## config.mk

```make
export PLATFORM = sky130hd
export DESIGN_NAME = stcb_pipe
export DESIGN_NICKNAME = d
export VERILOG_FILES = /design/src/hw/rtl/stcb_pkg.sv /design/src/hw/rtl/stcb_pipe.sv
export SDC_FILE = /design/constraint.sdc
export NUM_CORES = 2
export LEC_CHECK = 0
export BUFFER_PORTS_ARGS = -buffer_cell sky130_fd_sc_hd__buf_2
export CORE_ASPECT_RATIO = 2
export CORE_MARGIN = 2
export CORE_UTILIZATION = 50
export CTS_CLUSTER_SIZE = 16
export DETAILED_ROUTE_END_ITERATION = 12
export PLACE_DENSITY = 0.67
export SYNTH_ARGS = -nofsm -noshare
export SYNTH_HDL_FRONTEND = slang
export SYNTH_SLANG_ARGS = --single-unit
```

## constraint.sdc

```tcl
create_clock -name clk -period 8.8 [get_ports clk]
set_clock_uncertainty 0.15 [all_clocks]
set_input_delay 2.2 -clock clk [delete_from_list [all_inputs] [get_ports clk]]
set_output_delay 2.2 -clock clk [all_outputs]
set_load 0.02 [all_outputs]
```

## src/hw/rtl/stcb_pkg.sv

```systemverilog
// Package of the tangent block: widths, register indexes, types and the Q12 helper.
package stcb_pkg;

	localparam int VAL_W      = 32;
	localparam int CFG_W      = 16;
	localparam int CFG_IDX_W  = 3;
	localparam int TCB_W      = 14;
	localparam int TIME_W     = 16;
	localparam int FRAC_BITS  = 12;
	localparam int RATIO_SHIFT = 13;
	localparam int HALF_SHIFT = 11;

	// Divider: the dividend magnitude is a 16-bit time difference shifted by FRAC_BITS.
	localparam int DEN_W      = TIME_W + 1;
	localparam int DIV_W      = TIME_W + FRAC_BITS;
	localparam int DIV_CNT_W  = $clog2(DIV_W);

	localparam logic signed [VAL_W-1:0] ONE_Q12  = VAL_W'(1 << FRAC_BITS);
	localparam logic signed [VAL_W-1:0] Q12_BIAS = VAL_W'((1 << FRAC_BITS) - 1);

	localparam logic [CFG_IDX_W-1:0] REG_TENSION    = 3'd0;
	localparam logic [CFG_IDX_W-1:0] REG_BIAS       = 3'd1;
	localparam logic [CFG_IDX_W-1:0] REG_CONTINUITY = 3'd2;
	localparam logic [CFG_IDX_W-1:0] REG_T_END      = 3'd3;
	localparam logic [CFG_IDX_W-1:0] REG_T_START    = 3'd4;
	localparam logic [CFG_IDX_W-1:0] REG_T_REF      = 3'd5;
	localparam logic [CFG_IDX_W-1:0] REG_MODE       = 3'd6;

	typedef enum logic [2:0] {
		CS_IDLE,
		CS_LOAD,
		CS_DIV,
		CS_MUL,
		CS_ACC
	} coef_state_t;

	// Steps of the shared coefficient multiplier.
	typedef enum logic [2:0] {
		STEP_WA_LO,
		STEP_WA_HI,
		STEP_WB_LO,
		STEP_WB_HI,
		STEP_SCALE
	} coef_step_t;

	typedef struct packed {
		logic signed [VAL_W-1:0] s;
		logic signed [VAL_W-1:0] wa;
		logic signed [VAL_W-1:0] wb;
		logic signed [VAL_W-1:0] wab;
		logic                    incoming_only;
	} coef_t;

	// Signed divide by 4096, truncating toward zero.
	function automatic logic signed [VAL_W-1:0] q12(input logic signed [VAL_W-1:0] v);
		logic signed [VAL_W-1:0] adj;
		adj = v + (v[VAL_W-1] ? Q12_BIAS : '0);
		return adj >>> FRAC_BITS;
	endfunction

endpackage

```

## src/hw/rtl/stcb_pipe.sv

```systemverilog
// Per-point datapath: differences, weighting, scaling and the result register.
module stcb_pipe (
	input  logic                              clk,
	input  logic                              arst_n,
	input  logic                              in_valid,
	input  logic signed [stcb_pkg::VAL_W-1:0] prev_value,
	input  logic signed [stcb_pkg::VAL_W-1:0] cur_value,
	input  logic signed [stcb_pkg::VAL_W-1:0] next_value,
	input  logic                              last_point,
	input  stcb_pkg::coef_t                   coef,
	output logic                              done,
	output logic signed [stcb_pkg::VAL_W-1:0] tangent,
	output logic                              last_out
);
	import stcb_pkg::*;

	logic v_s1, v_s2, v_s3, v_s4, done_q;
	logic last_s1, last_s2, last_s3, last_s4, last_q;
	logic signed [VAL_W-1:0] da_s1, db_s1;
	logic signed [VAL_W-1:0] pa_s2, pb_s2;
	logic signed [VAL_W-1:0] sum_s3;
	logic signed [VAL_W-1:0] sum_s4, prod_s4;
	logic signed [VAL_W-1:0] tangent_q;
	logic signed [VAL_W-1:0] wsel;

	// In incoming-only mode the summed weight goes onto the incoming difference.
	assign wsel = coef.incoming_only ? coef.wab : coef.wa;

	always_ff @(posedge clk or negedge arst_n) begin
		if (!arst_n) begin
			v_s1   <= 1'b0;
			v_s2   <= 1'b0;
			v_s3   <= 1'b0;
			v_s4   <= 1'b0;
			done_q <= 1'b0;
		end else begin
			v_s1   <= in_valid;
			v_s2   <= v_s1;
			v_s3   <= v_s2;
			v_s4   <= v_s3;
			done_q <= v_s4;
		end
	end

	always_ff @(posedge clk) begin
		da_s1   <= cur_value - prev_value;
		db_s1   <= next_value - cur_value;
		last_s1 <= last_point;

		pa_s2   <= wsel * da_s1;
		pb_s2   <= coef.wb * db_s1;
		last_s2 <= last_s1;

		sum_s3  <= coef.incoming_only ? q12(pa_s2) : (q12(pa_s2) + q12(pb_s2));
		last_s3 <= last_s2;

		sum_s4  <= sum_s3;
		prod_s4 <= coef.s * sum_s3;
		last_s4 <= last_s3;

		tangent_q <= coef.incoming_only ? sum_s4 : q12(prod_s4);
		last_q    <= last_s4;
	end

	assign done     = done_q;
	assign tangent  = tangent_q;
	assign last_out = last_q;

endmodule

```

# Word-level counts from Yosys, hierarchy flattened
# Index checks and enable logic that the tools add are counted.
[word_totals] regBits=266 out_inout_bits=34 wordCells=33
[op_classes] n_addsub=6 n_mul=3 mux=6
[op_table] cell="adder 32 x 12 -> 32 bit" count=3
[op_table] cell="multiplier 32 x 32 -> 32 bit" count=3
[op_table] cell="2-to-1 mux 32 bit" count=3
[op_table] cell="subtractor 32 bit" count=2
[op_table] cell="2-to-1 mux 12 bit" count=3
[op_table] cell="adder 20 x 20 -> 21 bit" count=1

# Depth between registers and ports, before layout
[logic_depth] depth_word=4 mapped_depth=31

# Least setup slack after synthesis
# Ideal clock, no wire load.
[synth_timing] path_kind="input to register" start="input port coef[0] in the netlist's numbering" end="register pa_s2[30]" arrival_time_ps=9415 slack_ps=-837 stages=29 cell_sequence="buf_6 > buf_4 > mux2_1 > clkbuf_1 > clkbuf_1 > and2_1 > fa_1 > fa_1 > fa_1 > inv_1 > fa_1 > inv_1 > fa_1 > inv_1 > fa_1 > inv_1 > fa_1 > fa_1 > ha_1 > a21o_1 > a21o_1 > a21o_1 > o21ai_0 > nand2b_1 > a221o_1 > a221oi_2 > o21bai_1 > a21oi_1 > xnor2_1"
[synth_between] elab_chain_len=2
[synth_rtl] element="start: declaration" line="stcb_pipe.sv:10" source="input stcb_pkg::coef_t coef,"
[synth_rtl] element="2-to-1 mux 32 bit" line="stcb_pipe.sv:27" source="assign wsel = coef.incoming_only ? coef.wab : coef.wa;"
[synth_rtl] element="multiplier 32 x 32 -> 32 bit" line="stcb_pipe.sv:50" source="pa_s2 <= wsel * da_s1;"
[synth_rtl] element="end signal: assignment" line="stcb_pipe.sv:50"
[synth_rtl] element="end: declaration" line="stcb_pipe.sv:20" source="logic signed [VAL_W-1:0] pa_s2, pb_s2;"
# No other way between the ends.

# Final worst setup path
# Ends and elaborated chain as after synthesis.

==> summary.md <==
| Metric | Value |
|---|---|
| Status | `finished clean` |
| Post-synthesis cell count | `between 6000 and 7000` |
| Vias in the first global route | `51518` |
| Pre-Repair DR Iteration Count | `5` |
| DR iter-0 viols | `1860` |
| Final hold viol count | `0` |
| Largest cells by area after synthesis | `fa_1 (41%), ha_1 (12%), and2_1 (9.8%)` |
| Hold_ws | `~0.17 ns` |
| Fin worst setup slack | `0.0165 ns` |
| CP endpoint kind | `register` |
| Synth area leader | `fa_1` |
| Final instance area | `0.0659 mm^2` |
| CP Class | `in -> reg` |
| Cell Area, Synth | `around 0.059 mm^2` |
| CTS H-Tree Depth | `1` |
| Max-cap violations | `0` |
| Met3 WL post-DR | `7440 um` |
| Max Buffers Root-to-Sink | `3` |
| Top sig layer | `met5` |
| # fillers | `10556` |
| CTS tree | `built` |
| Worst Path Arrival | `between 9 and 10 ns` |
| Period minus WS final | `8.78 ns` |
| Post-synth EDFFs | `0` |
| Worst slack, placed | `-0.712 ns` |
| Rows | `178` |
| # port buffers | `approximately 260` |
| Die X | `247 um` |
| Critical Path Fanout Max | `7` |
| Syn avg cell area | `about 9.2 um^2` |
| Worst Setup Start Kind | `input pin` |
| Largest net degree at the start of global routing | `between 40 and 50` |
| Period utilization | `99.8%` |
| GRT Total Usage | `around 31%` |
| Setup repair after global routing missed its margin | `true` |
| DP HPWL | `156000 um` |
| Prevailing post-synth register cell | `dfxtp_1` |
| GRT overflow | `0` |
| Core area | `0.117 mm^2` |
| Fmax | `approximately 110 MHz` |
| GP Congestion | `1.03` |
| Die area | `0.121 mm^2` |
| Starting Density | `about 50%` |
| DRC | `0` |
| Cell variety after synth | `80` |
| Setup Viol. Count Final | `0` |
| Fraction of registers with async set/reset | `approximately 2.1%` |
| Initial antenna violation count | `12` |
| Clk Latency, worst-skew pair | `0.61 ns` |
| Routed Antenna Nets | `0` |
| Routed met1 length | `~53000 um` |
| Share of cells above drive strength 1 | `12.4%` |
| Final Net Count | `8939` |
| Area post-placement | `0.0648 mm^2` |
| CTS Sinks | `233` |
| Worst Path Required | `9.13 ns` |
| Clock transition at path regs | `~0.060 ns` |
| Slew margin rel. | `22.5%` |
| Hold Crit Class | `reg -> reg` |
| Yosys reg bits | `233` |
| Top cell type's share of synthesized area | `between 40% and 50%` |
| FF/Latch Area | `0.00469 mm^2` |
| Cts bufs inserted | `27` |
| Sequential area share after synthesis | `7.94%` |
| Worst-Margin Slew | `1.16 ns` |
| Slew Viols, Final | `0` |
| Multi-input logic area | `0.0482 mm^2` |
| Total Wirelength | `180000 um` |
| IO Pins | `263` |
| Syn nets | `8464` |
| Wirelength per Cell | `about 21 um` |
| Ys Warns | `0` |
| Clock Tree Root | `clkbuf_16` |
| First-pass GRT wire length | `around 280000 um` |
| Drt via density | `5.29` |
| Routed via count | `about 45000` |
| Routed wl met2 | `97700 um` |
| Synthesis-to-layout area growth | `11.5%` |
| DIE HEIGHT | `a little under 500 um` |
## cells by family after synthesis
| family | count (synthesis) | synth area share (%) |
|---|---|---|
| AO/OA/AOI/OAI | 442 | 4.88 |
| flip-flops | 233 | 7.94 |
| adder cells (fa/ha/maj) | 1780 | 53.2 |
| AND/OR/NAND/NOR | 1903 | 16.8 |
| buffers and inverters | 1674 | 10.7 |
| multiplexers | 37 | 0.752 |
| XOR/XNOR | 386 | 5.75 |
## layout make-up
cell class              count  share of cell area (%)
diodes                      6                  0.0228
clock buffers              30                    1.07
clock inverters            19                   0.253
inverters                1406                    8.01
multi-input cells        4548                    73.2
flip-flops and latches    233                    7.12
well taps                1530                    2.91
repair buffers            714                    7.41
## repair_timing
action,in CTS,in global routing
gates cloned,0,1
hold buffers,0,0
pin swaps,0,11
endpoints found under the setup margin,2,15
resized for setup,2,48
setup buffers,0,6
## cell usage after synthesis, drive strengths merged, types with 18 or more instances
library cell / instances
inv: 1406
fa: 1218
and2: 929
nand2: 676
ha: 562
xnor2: 293
clkbuf: 251
dfxtp: 228
a21oi: 120
o21ai: 115
nor2: 111
xor2: 92
a21o: 68
nand3: 35
nor2b: 35
mux2: 32
nor3: 28
nand2b: 26
o21bai: 24
o21a: 20
nand4: 18
## sequential cells by signal (all words and copies together), names as in the netlist, 21 cells and up
| name | count |
|---|---|
| da_s1 | 32 |
| db_s1 | 32 |
| pa_s2 | 32 |
| pb_s2 | 32 |
| prod_s4 | 32 |
| sum_s3 | 21 |
| sum_s4 | 21 |
| tangent | 21 |
## layout by cell type, fill, tap and decap left out, types with 10 or more instances in the layout
cell / instances
and3_1: 15
a21oi_1: 113
ha_1: 558
a21o_1: 68
and2_1: 926
o21a_1: 20
a31oi_1: 12
nor2b_1: 35
nor3_1: 26
nor2_1: 110
buf_12: 10
fa_1: 1207
nand2_1: 676
buf_2: 260
o21ai_0: 94
nand4_1: 17
xnor2_1: 292
xor2_1: 91
a211oi_1: 12
nand3_1: 34
nand2b_1: 26
fa_2: 11
buf_4: 436
o21bai_1: 24
inv_1: 1401
clkbuf_16: 28
mux2_4: 15
o21ai_1: 19
dfxtp_1: 225
mux2_2: 17
## through the flow
stage	instances	setup TNS, ns	utilization, %
2_1_floorplan	6455	-0.681	-
3_3_place_gp	8425	-8.43	55.2
3_5_place_dp	8425	-10.13	55.2
4_1_cts	8474	0	55.9
5_1_grt	8484	-0.412	56.1
6_report	8486	0	56.1
## worst max-delay path: stages
cell and delay (ns):
buf_12 0.12, buf_12 0.15, buf_6 0.11, mux2_4 0.33, and2_4 0.17, fa_1 0.48, fa_1 0.50, inv_1 0.05
fa_1 0.46, fa_1 0.55, inv_1 0.05, fa_1 0.48, inv_1 0.05, fa_2 0.52, inv_2 0.04, fa_2 0.55
fa_2 0.45, ha_4 0.18, a21o_1 0.15, a21o_1 0.18, a21o_1 0.16, o21ai_1 0.11, nand2b_1 0.06, a221o_1 0.35
a221oi_2 0.28, o21bai_1 0.10, a21oi_1 0.16, xnor2_1 0.09
## routing by layer
| layer | global-route usage [%] | vias to the layer above |
|---|---|---|
| met5 | 0 | - |
| met4 | 30.9 | 14 |
| met3 | 3.71 | 821 |
| met2 | 58.1 | 1509 |
| met1 | 26.5 | 22529 |
| li1 | - | 20059 |
## worst paths after layout
path / start / end / slack, ns / depth (start not counted)
hold reg to reg: last_s4 / last_out / 0.17 / 0
max in group asynchronous: arst_n / done / 7.13 / 1
setup reg to reg: db_s1[3] / pb_s2[28] / 0.90 / 24
min in group asynchronous: arst_n / v_s4 / 1.24 / 1
hold / removal: last_s4 / last_out / 0.17 / 0
setup / recovery: coef[0] / pa_s2[30] / 0.02 / 28
Power is left out: the tool's default activity adds up to more than one toggle a clock period on the data nets, which glitch-free logic cannot reach.
