## src/hw/rtl/stcb_pkg.sv

```systemverilog
// Package of the tangent block: widths, register indexes, types and the Q12 helper.
package stcb_pkg;

	localparam int VAL_W      = 32;
	localparam int CFG_W      = 16;
	localparam int CFG_IDX_W  = 3;
	localparam int TCB_W      = 14;
	localparam int TIME_W     = 16;
	localparam int FRAC_BITS  = 12;
	localparam int RATIO_SHIFT = 13;
	localparam int HALF_SHIFT = 11;

	// Divider: the dividend magnitude is a 16-bit time difference shifted by FRAC_BITS.
	localparam int DEN_W      = TIME_W + 1;
	localparam int DIV_W      = TIME_W + FRAC_BITS;
	localparam int DIV_CNT_W  = $clog2(DIV_W);

	localparam logic signed [VAL_W-1:0] ONE_Q12  = VAL_W'(1 << FRAC_BITS);
	localparam logic signed [VAL_W-1:0] Q12_BIAS = VAL_W'((1 << FRAC_BITS) - 1);

	localparam logic [CFG_IDX_W-1:0] REG_TENSION    = 3'd0;
	localparam logic [CFG_IDX_W-1:0] REG_BIAS       = 3'd1;
	localparam logic [CFG_IDX_W-1:0] REG_CONTINUITY = 3'd2;
	localparam logic [CFG_IDX_W-1:0] REG_T_END      = 3'd3;
	localparam logic [CFG_IDX_W-1:0] REG_T_START    = 3'd4;
	localparam logic [CFG_IDX_W-1:0] REG_T_REF      = 3'd5;
	localparam logic [CFG_IDX_W-1:0] REG_MODE       = 3'd6;

	typedef enum logic [2:0] {
		CS_IDLE,
		CS_LOAD,
		CS_DIV,
		CS_MUL,
		CS_ACC
	} coef_state_t;

	// Steps of the shared coefficient multiplier.
	typedef enum logic [2:0] {
		STEP_WA_LO,
		STEP_WA_HI,
		STEP_WB_LO,
		STEP_WB_HI,
		STEP_SCALE
	} coef_step_t;

	typedef struct packed {
		logic signed [VAL_W-1:0] s;
		logic signed [VAL_W-1:0] wa;
		logic signed [VAL_W-1:0] wb;
		logic signed [VAL_W-1:0] wab;
		logic                    incoming_only;
	} coef_t;

	// Signed divide by 4096, truncating toward zero.
	function automatic logic signed [VAL_W-1:0] q12(input logic signed [VAL_W-1:0] v);
		logic signed [VAL_W-1:0] adj;
		adj = v + (v[VAL_W-1] ? Q12_BIAS : '0);
		return adj >>> FRAC_BITS;
	endfunction

endpackage

```

## src/hw/rtl/stcb_coef.sv

```systemverilog
// Configuration registers and the sequencer that derives the scale and weights.
module stcb_coef (
	input  logic                           clk,
	input  logic                           arst_n,
	input  logic                           cfg_we,
	input  logic [stcb_pkg::CFG_IDX_W-1:0] cfg_index,
	input  logic [stcb_pkg::CFG_W-1:0]     cfg_data,
	output stcb_pkg::coef_t                coef,
	output logic                           busy
);
	import stcb_pkg::*;

	logic [TCB_W-1:0]  tension_q, bias_q, cont_q;
	logic [TIME_W-1:0] t_end_q, t_start_q, t_ref_q;
	logic              mode_q;

	coef_state_t state_q, state_d;
	coef_step_t  step_q;

	logic [DEN_W-1:0]     rem_q;
	logic [DIV_W-1:0]     quo_q;
	logic [DIV_CNT_W-1:0] cnt_q;

	logic signed [VAL_W-1:0] p_q, x_q, s_q, wa_q, wb_q, wab_q;

	logic                    cfg_hit;
	logic signed [VAL_W-1:0] t_ext, b_ext, c_ext, one_t, ac;
	logic signed [DEN_W-1:0] num_diff, den_diff;
	logic [TIME_W-1:0]       num_mag, den_mag;
	logic                    degenerate, neg;
	logic [DEN_W-1:0]        trial;
	logic                    qbit;
	logic signed [VAL_W-1:0] ratio, ratio_shl, s0;
	logic signed [VAL_W-1:0] mul_a, mul_b, prod;
	logic signed [VAL_W-1:0] pq, half_shl, w_next;
	logic                    last_div, last_step;

	assign cfg_hit = cfg_we && (cfg_index <= REG_MODE);

	always_ff @(posedge clk or negedge arst_n) begin
		if (!arst_n) begin
			tension_q <= '0;
			bias_q    <= '0;
			cont_q    <= '0;
			t_end_q   <= '0;
			t_start_q <= '0;
			t_ref_q   <= '0;
			mode_q    <= 1'b0;
		end else if (cfg_we) begin
			unique case (cfg_index)
				REG_TENSION:    tension_q <= cfg_data[TCB_W-1:0];
				REG_BIAS:       bias_q    <= cfg_data[TCB_W-1:0];
				REG_CONTINUITY: cont_q    <= cfg_data[TCB_W-1:0];
				REG_T_END:      t_end_q   <= cfg_data[TIME_W-1:0];
				REG_T_START:    t_start_q <= cfg_data[TIME_W-1:0];
				REG_T_REF:      t_ref_q   <= cfg_data[TIME_W-1:0];
				REG_MODE:       mode_q    <= cfg_data[0];
				default:        ;
			endcase
		end
	end

	assign t_ext = {{(VAL_W-TCB_W){tension_q[TCB_W-1]}}, tension_q};
	assign b_ext = {{(VAL_W-TCB_W){bias_q[TCB_W-1]}}, bias_q};
	assign c_ext = {{(VAL_W-TCB_W){cont_q[TCB_W-1]}}, cont_q};
	assign one_t = ONE_Q12 - t_ext;
	assign ac    = (c_ext > 0) ? c_ext : -c_ext;

	// Time ratio divider works on magnitudes; the sign is put back afterwards.
	assign num_diff   = {t_end_q[TIME_W-1], t_end_q} - {t_start_q[TIME_W-1], t_start_q};
	assign den_diff   = {t_ref_q[TIME_W-1], t_ref_q} - {t_start_q[TIME_W-1], t_start_q};
	assign num_mag    = TIME_W'(num_diff[DEN_W-1] ? -num_diff : num_diff);
	assign den_mag    = TIME_W'(den_diff[DEN_W-1] ? -den_diff : den_diff);
	assign neg        = num_diff[DEN_W-1] ^ den_diff[DEN_W-1];
	assign degenerate = (t_ref_q == t_end_q) || (t_ref_q == t_start_q);

	assign trial    = {rem_q[DEN_W-2:0], quo_q[DIV_W-1]};
	assign qbit     = trial >= {1'b0, den_mag};
	assign last_div = cnt_q == DIV_CNT_W'(DIV_W - 1);

	assign ratio     = neg ? -VAL_W'(quo_q) : VAL_W'(quo_q);
	assign ratio_shl = {ratio[VAL_W-1-RATIO_SHIFT:0], {RATIO_SHIFT{1'b0}}};
	assign s0        = degenerate ? '0 : q12(ratio_shl);

	always_comb begin
		unique case (step_q)
			STEP_WA_LO: begin
				mul_a = one_t;
				mul_b = ONE_Q12 - c_ext;
			end
			STEP_WA_HI: begin
				mul_a = x_q;
				mul_b = b_ext + ONE_Q12;
			end
			STEP_WB_LO: begin
				mul_a = one_t;
				mul_b = ONE_Q12 + c_ext;
			end
			STEP_WB_HI: begin
				mul_a = x_q;
				mul_b = ONE_Q12 - b_ext;
			end
			STEP_SCALE: begin
				mul_a = ac;
				mul_b = s_q;
			end
			default: begin
				mul_a = '0;
				mul_b = '0;
			end
		endcase
	end

	assign prod     = mul_a * mul_b;
	assign pq       = q12(p_q);
	assign half_shl = {pq[VAL_W-1-HALF_SHIFT:0], {HALF_SHIFT{1'b0}}};
	assign w_next   = q12(half_shl);
	assign last_step = step_q == STEP_SCALE;

	always_comb begin
		state_d = state_q;
		if (cfg_hit) begin
			state_d = CS_LOAD;
		end else begin
			unique case (state_q)
				CS_IDLE: state_d = CS_IDLE;
				CS_LOAD: state_d = CS_DIV;
				CS_DIV:  state_d = last_div ? CS_MUL : CS_DIV;
				CS_MUL:  state_d = CS_ACC;
				CS_ACC:  state_d = last_step ? CS_IDLE : CS_MUL;
				default: state_d = CS_IDLE;
			endcase
		end
	end

	always_comb begin
		busy = state_q != CS_IDLE;
	end

	always_ff @(posedge clk or negedge arst_n) begin
		if (!arst_n) begin
			state_q <= CS_LOAD;
		end else begin
			state_q <= state_d;
		end
	end

	always_ff @(posedge clk or negedge arst_n) begin
		if (!arst_n) begin
			step_q <= STEP_WA_LO;
			cnt_q  <= '0;
		end else if (state_q == CS_LOAD) begin
			step_q <= STEP_WA_LO;
			cnt_q  <= '0;
		end else if (state_q == CS_DIV) begin
			cnt_q <= cnt_q + 1'b1;
		end else if (state_q == CS_ACC && !last_step) begin
			step_q <= coef_step_t'(step_q + 1'b1);
		end
	end

	always_ff @(posedge clk) begin
		unique case (state_q)
			CS_LOAD: begin
				quo_q <= {num_mag, {FRAC_BITS{1'b0}}};
				rem_q <= '0;
			end
			CS_DIV: begin
				quo_q <= {quo_q[DIV_W-2:0], qbit};
				rem_q <= qbit ? (trial - {1'b0, den_mag}) : trial;
			end
			CS_MUL: begin
				p_q <= prod;
			end
			CS_ACC: begin
				unique case (step_q)
					STEP_WA_LO: begin
						x_q <= pq;
						s_q <= s0;
					end
					STEP_WA_HI: wa_q <= w_next;
					STEP_WB_LO: x_q  <= pq;
					STEP_WB_HI: wb_q <= w_next;
					STEP_SCALE: begin
						s_q   <= s_q + ac - pq;
						wab_q <= wa_q + wb_q;
					end
					default: ;
				endcase
			end
			default: ;
		endcase
	end

	assign coef.s             = s_q;
	assign coef.wa            = wa_q;
	assign coef.wb            = wb_q;
	assign coef.wab           = wab_q;
	assign coef.incoming_only = mode_q;

endmodule

```

## config.mk

```make
export PLATFORM = sky130hd
export DESIGN_NAME = stcb_coef
export DESIGN_NICKNAME = d
export VERILOG_FILES = /design/src/hw/rtl/stcb_pkg.sv /design/src/hw/rtl/stcb_coef.sv
export SDC_FILE = /design/constraint.sdc
export NUM_CORES = 2
export LEC_CHECK = 0
export BUFFER_PORTS_ARGS = -buffer_cell sky130_fd_sc_hd__buf_4
export CAP_MARGIN = 30
export CORE_ASPECT_RATIO = 1.25
export CORE_MARGIN = 2
export CORE_UTILIZATION = 30
export DETAILED_ROUTE_END_ITERATION = 10
export PLACE_DENSITY = 0.51
export SETUP_SLACK_MARGIN = 0.2
export SKIP_LAST_GASP = 1
export SLEW_MARGIN = 10
export SYNTH_ARGS = -nofsm -noshare
export SYNTH_HDL_FRONTEND = slang
export SYNTH_SLANG_ARGS = --single-unit
```

## constraint.sdc

```tcl
create_clock -name clk -period 23.5 [get_ports clk]
set_input_delay 5.875 -clock clk [delete_from_list [all_inputs] [get_ports clk]]
set_output_delay 5.875 -clock clk [all_outputs]
set_load 0.05 [all_outputs]
```

# [After elaboration in Yosys (flattened, before gate mapping)]
# Cells that the tools add are included.
[op_classes] bitwise_logic=1 n_lt_le_gt_ge=3 shifts=0 n_reduce_logical=25 div_mod_pow=0 n_mux=23 n_eq_ne=18 mul=1 n_addsub=20
[op_table] cell="32-bit case mux with 5 select lines" count=1
[op_table] cell="32-bit case mux with 3 select lines" count=1
[op_table] cell="32-bit by 12-bit adder with 32-bit output" count=2
[op_table] cell="32-bit two-way mux" count=2
[op_table] cell="32-bit case mux with 2 select lines" count=1
[op_table] cell="28-bit case mux with 2 select lines" count=1
[op_table] cell="16-bit two-way mux" count=3
[op_table] cell="14-bit by 14-bit subtractor with 15-bit output, first input constant" count=3
[op_table] cell="12-bit two-way mux" count=3
[op_table] cell="16-bit by 16-bit subtractor with 17-bit output" count=2
[op_table] cell="31-bit by 13-bit adder with 32-bit output" count=1
[op_table] cell="32-bit adder" count=1
[op_table] cell="16-bit equality test" count=2
[op_table] cell="32-bit by 32-bit multiplier with 32-bit output" count=1
[op_table] cell="14-bit negator with 32-bit output" count=1
[op_table] cell="16-bit negator" count=2
[op_table] cell="16-bit case mux with 2 select lines" count=1
[op_table] cell="32-bit by 20-bit subtractor with 32-bit output" count=1
[op_table] cell="2-bit AND reduction" count=13
[op_table] cell="20-bit by 20-bit adder with 21-bit output" count=1
[op_table] cell="19-bit two-way mux" count=1
[op_table] cell="19-bit negator" count=1
[op_table] cell="3-bit by 2-bit equality test with 1-bit output, second input constant" count=6
[op_table] cell="17-bit by 16-bit >= comparator with 1-bit output" count=1
[op_table] cell="other kinds (24)" count=39
[totals] wordCells=109 mem_bits_rw=0 memories=0 inputBits=22 latchBits=0 register_bits=302 mem_bits_ro=0 output_inout_bits=130

# [Longest topological paths before layout]
[depth] ltp_word=7 ltp_mapped=43 mapped_depth_nobuf=39

# [Worst setup path before layout]
# No wires, ideal clock.
[synth_timing] path_kind="register to register" startpoint="register cont_q[2]" endpoint="register p_q[31], data pin" t_required_ns=23.240 path_buffers=3 setup_time_ns=0.260 synth_period_minus_slack_ns=9.422 stages_incl_launch_ff=35 slack_ns=14.078 arrival_ns=9.162 cell_sequence="dfrtp_1 > clkbuf_1 > nor4_4 > nand2_1 > nor2b_1 > nand2_1 > ha_1 > clkbuf_1 > a31oi_1 > xor2_1 > a222oi_1 > clkbuf_1 > nor2_1 > fa_1 > fa_1 > fa_1 > inv_1 > fa_1 > inv_1 > fa_1 > fa_1 > fa_1 > inv_1 > fa_1 > inv_1 > ha_1 > and4_1 > o211a_1 > o31a_1 > o21ai_0 > nand2b_1 > a221oi_1 > a21oi_1 > a31oi_1 > xnor2_1"
[synth_between] elab_chain_cells=4 word_cells_on_any_way=8 cone_classes="add/sub: 3; mul: 1; order compare: 1; mux: 3"
[synth_rtl] item="start, declared" line="stcb_coef.sv:13" source="logic [TCB_W-1:0] tension_q, bias_q, cont_q;"
[synth_rtl] item="start signal, assigned" line="stcb_coef.sv:53" source="REG_CONTINUITY: cont_q <= cfg_data[TCB_W-1:0];"
[synth_rtl] item="14-bit negator with 32-bit output / 14-bit by 1-bit greater-than comparator with 1-bit output (equally long branches)" line="stcb_coef.sv:67" source="assign ac = (c_ext > 0) ? c_ext : -c_ext;"
[synth_rtl] item="32-bit two-way mux" line="stcb_coef.sv:67"
[synth_rtl] item="32-bit case mux with 3 select lines" line="stcb_coef.sv:86" source="unique case (step_q)"
[synth_rtl] item="32-bit by 32-bit multiplier with 32-bit output (*)" line="stcb_coef.sv:114" source="assign prod = mul_a * mul_b;"
[synth_rtl] item="via prod[31]" line="stcb_coef.sv:34" source="logic signed [VAL_W-1:0] mul_a, mul_b, prod;"
[synth_rtl] item="end signal, assigned" line="stcb_coef.sv:173" source="p_q <= prod;"
[synth_rtl] item="end, declared" line="stcb_coef.sv:24" source="logic signed [VAL_W-1:0] p_q, x_q, s_q, wa_q, wb_q, wab_q;"
# The timed path passes the listed nets; every way through them passes the cells marked *.
# A chain may end at the register's enable or synchronous reset.

# [Worst setup path after layout]
[layout_timing] startpoint="register cont_q[3]" endpoint="register p_q[31], data pin"
# Same word-level chain as after synthesis.

==> metrics.yaml <==
use_met3_pct: 2.72
grt_overflow: 0
netlist.area_leader.share_pct: 24.6
num_io_pins: 152
use_met2_pct: 33.2
drtAntennaViolNets: 0
period_share_pct: 45.7
h-tree-depth: 2
grt_pass1_wl_mm: 178
finalSetupViolations: 0
fin_crit_ns: 10.75
max-clock-path-buffers: 3
netlist_area_um2: 36000
grt_usage_pct: 19.3
cp.required_ns: 23.82
synth_most_common_cell: "inv_1"
crit_path_end_kind: "flop"
antenna_found_initial: 5
hold_viol_final: 0
grt_max_degree: 60
ys_warn_count: 0
fin_hold_ws_ns: 0.492
dr.pass1.iters: 6
viasPerCell: 4.98
crit_fanout: 16
drc: 0
wl_mm: 119
slowest_stage: "fa_1"
rsz0062_at_grt: "no"
cts_buffers: 39
grt_pass1_vias: 28100
use_met1_pct: 24.5
clk-insertion-delay-late_ns: 0.59
yosys-top-cells-area: "fa_1 25%, edfxtp_1 16%, ha_1 9.9%"
ys_ff_latch: 291
hold_buffers: 0
die_width_um: 314
port_buffers: 151
syn_avg_cell_area_um2: 9.36
final_max_slew_viol_count: 0
async_flop_share_pct: 35.1
relSlewSlack_pct: 36.0
die_h_um: 391
worst_pin_slew_ns: 0.959
cts-root-buf: "clkbuf_16"
gp_congestion: 0.897
dp_hpwl_mm: 94.6
place_area_um2: 39000
drv_cap: 0
cts_tree: "done"
synthTopCellsByCount: "594 x inv_1, 443 x fa_1, 435 x nor2_1"
ys_seq_area_share_pct: 22.8
skew_ns: 0.0344
area_growth_syn_to_layout_pct: 12.2
nNetsFinal: 4676
cp.arrival_ns: 11.06
hp-class: "flop to flop"
synthCells: 3847
synth_ff_type: "edfxtp_1"
path_common_cell: "xnor2_1"
dieArea_um2: 123000
syn-num-nets: 4597
clk_pin_slew_ns: 0.06
critPathMaxStageDelay_ns: 0.58
status: "finished clean"
rows: 142
path_class: "flop to flop"
core_area_um2: 120000
finalInstanceArea_um2: 40400
setup_tns_ns: 0
cts_sinks: 291
vias: 27600
cts_resized: 0
max_clock_freq_mhz: 93.0
yosys.cell_types.count: 84
synth_edf_count: 189
yosysTopAreaCell: "fa_1"
dr.first_iter.drc_count: 1978
cts_setup_buffers: 0
critPathLaunchType: "flop"
start_util_pct: 30.1
drive_above_1_share_pct: 11.2
wl_per_cell_um: 21.5
grt.busiest_layer: "met2"
[placed cells by master (no fill, tap or decap), drive strengths merged, types with 61 or more instances in the layout]
master  instances
xnor2         174
buf           231
inv           596
nand2         291
edfxtp        189
o21ai         144
nor2          435
xor2          109
fa            443
a21oi         131
nand2b         61
dfrtp         101
mux2           67
ha            285
[registers in the layout, summed over array words and instances (netlist names)]
signal and cells:
t_ref_q 16, t_start_q 16, wb_q 20, x_q 20, step_q 3, tension_q 14, quo_q 28, rem_q 16
mode_q 1, bias_q 14, p_q 32, wab_q 21, cnt_q 5, cont_q 14, s_q 32, wa_q 20
state_q 3, t_end_q 16
[cells by family (layout without fill, tap and decap cells)]
family	Yosys count	count (layout)	synth area share, %
mux	84	84	2.57
compound gates	563	563	10.1
simple gates	1105	1105	14.1
buf+inv	788	897	8.61
other cells	0	1	0
xor+xnor	287	287	7.13
flops	291	291	22.8
fa+ha+maj	729	729	34.6
[path summary, 6_finish.rpt]
check | start | endpoint | slack, ns | cells past startpoint
worst min register to register | cnt_q[4] | cnt_q[4] | 0.49 | 1
worst max-delay path | cont_q[3] | p_q[31] | 12.75 | 34
min in group asynchronous | arst_n | mode_q | 5.32 | 1
max in group asynchronous | arst_n | tension_q[1] | 16.95 | 2
worst min-delay path | cnt_q[4] | cnt_q[4] | 0.49 | 1
worst max register to register | cont_q[3] | p_q[31] | 12.75 | 34
[stage by stage]
step,instances,setup WS [ns],util (%)
6_report,5541,12.75,33.8
2_1_floorplan,3847,14.08,-
3_5_place_dp,5467,12.64,32.6
4_1_cts,5538,12.65,33.8
3_3_place_gp,5462,12.91,32.6
5_1_grt,5540,12.21,33.8
[final cells by class]
type / count / area [um2]
repair buffers: 231 / 1790
inverters: 595 / 2230
diodes: 1 / 2.50
multi-input cells: 2768 / 24800
fillers: 12400 / 79100
flip-flops and latches: 291 / 8230
clock inverters: 18 / 269
clock buffers: 53 / 1100
well taps: 1584 / 1980
[per-layer routing]
metal	wire (um)	vias up
li1	-	12700
met1	49500	13900
met2	58100	808
met3	6430	192
met4	4970	8
met5	73	-
[worst max-delay path: cells and delay by family (launching register included)]
kind	cells	cell delay, ns
compound gates	1	0.55
xor+xnor	12	2.62
fa+ha+maj	9	4.28
buf+inv	5	0.52
flops	1	0.47
simple gates	7	2.00
Power is not shown: default switching activity piles up to over one toggle a cycle in this logic, so the estimate is an artifact.
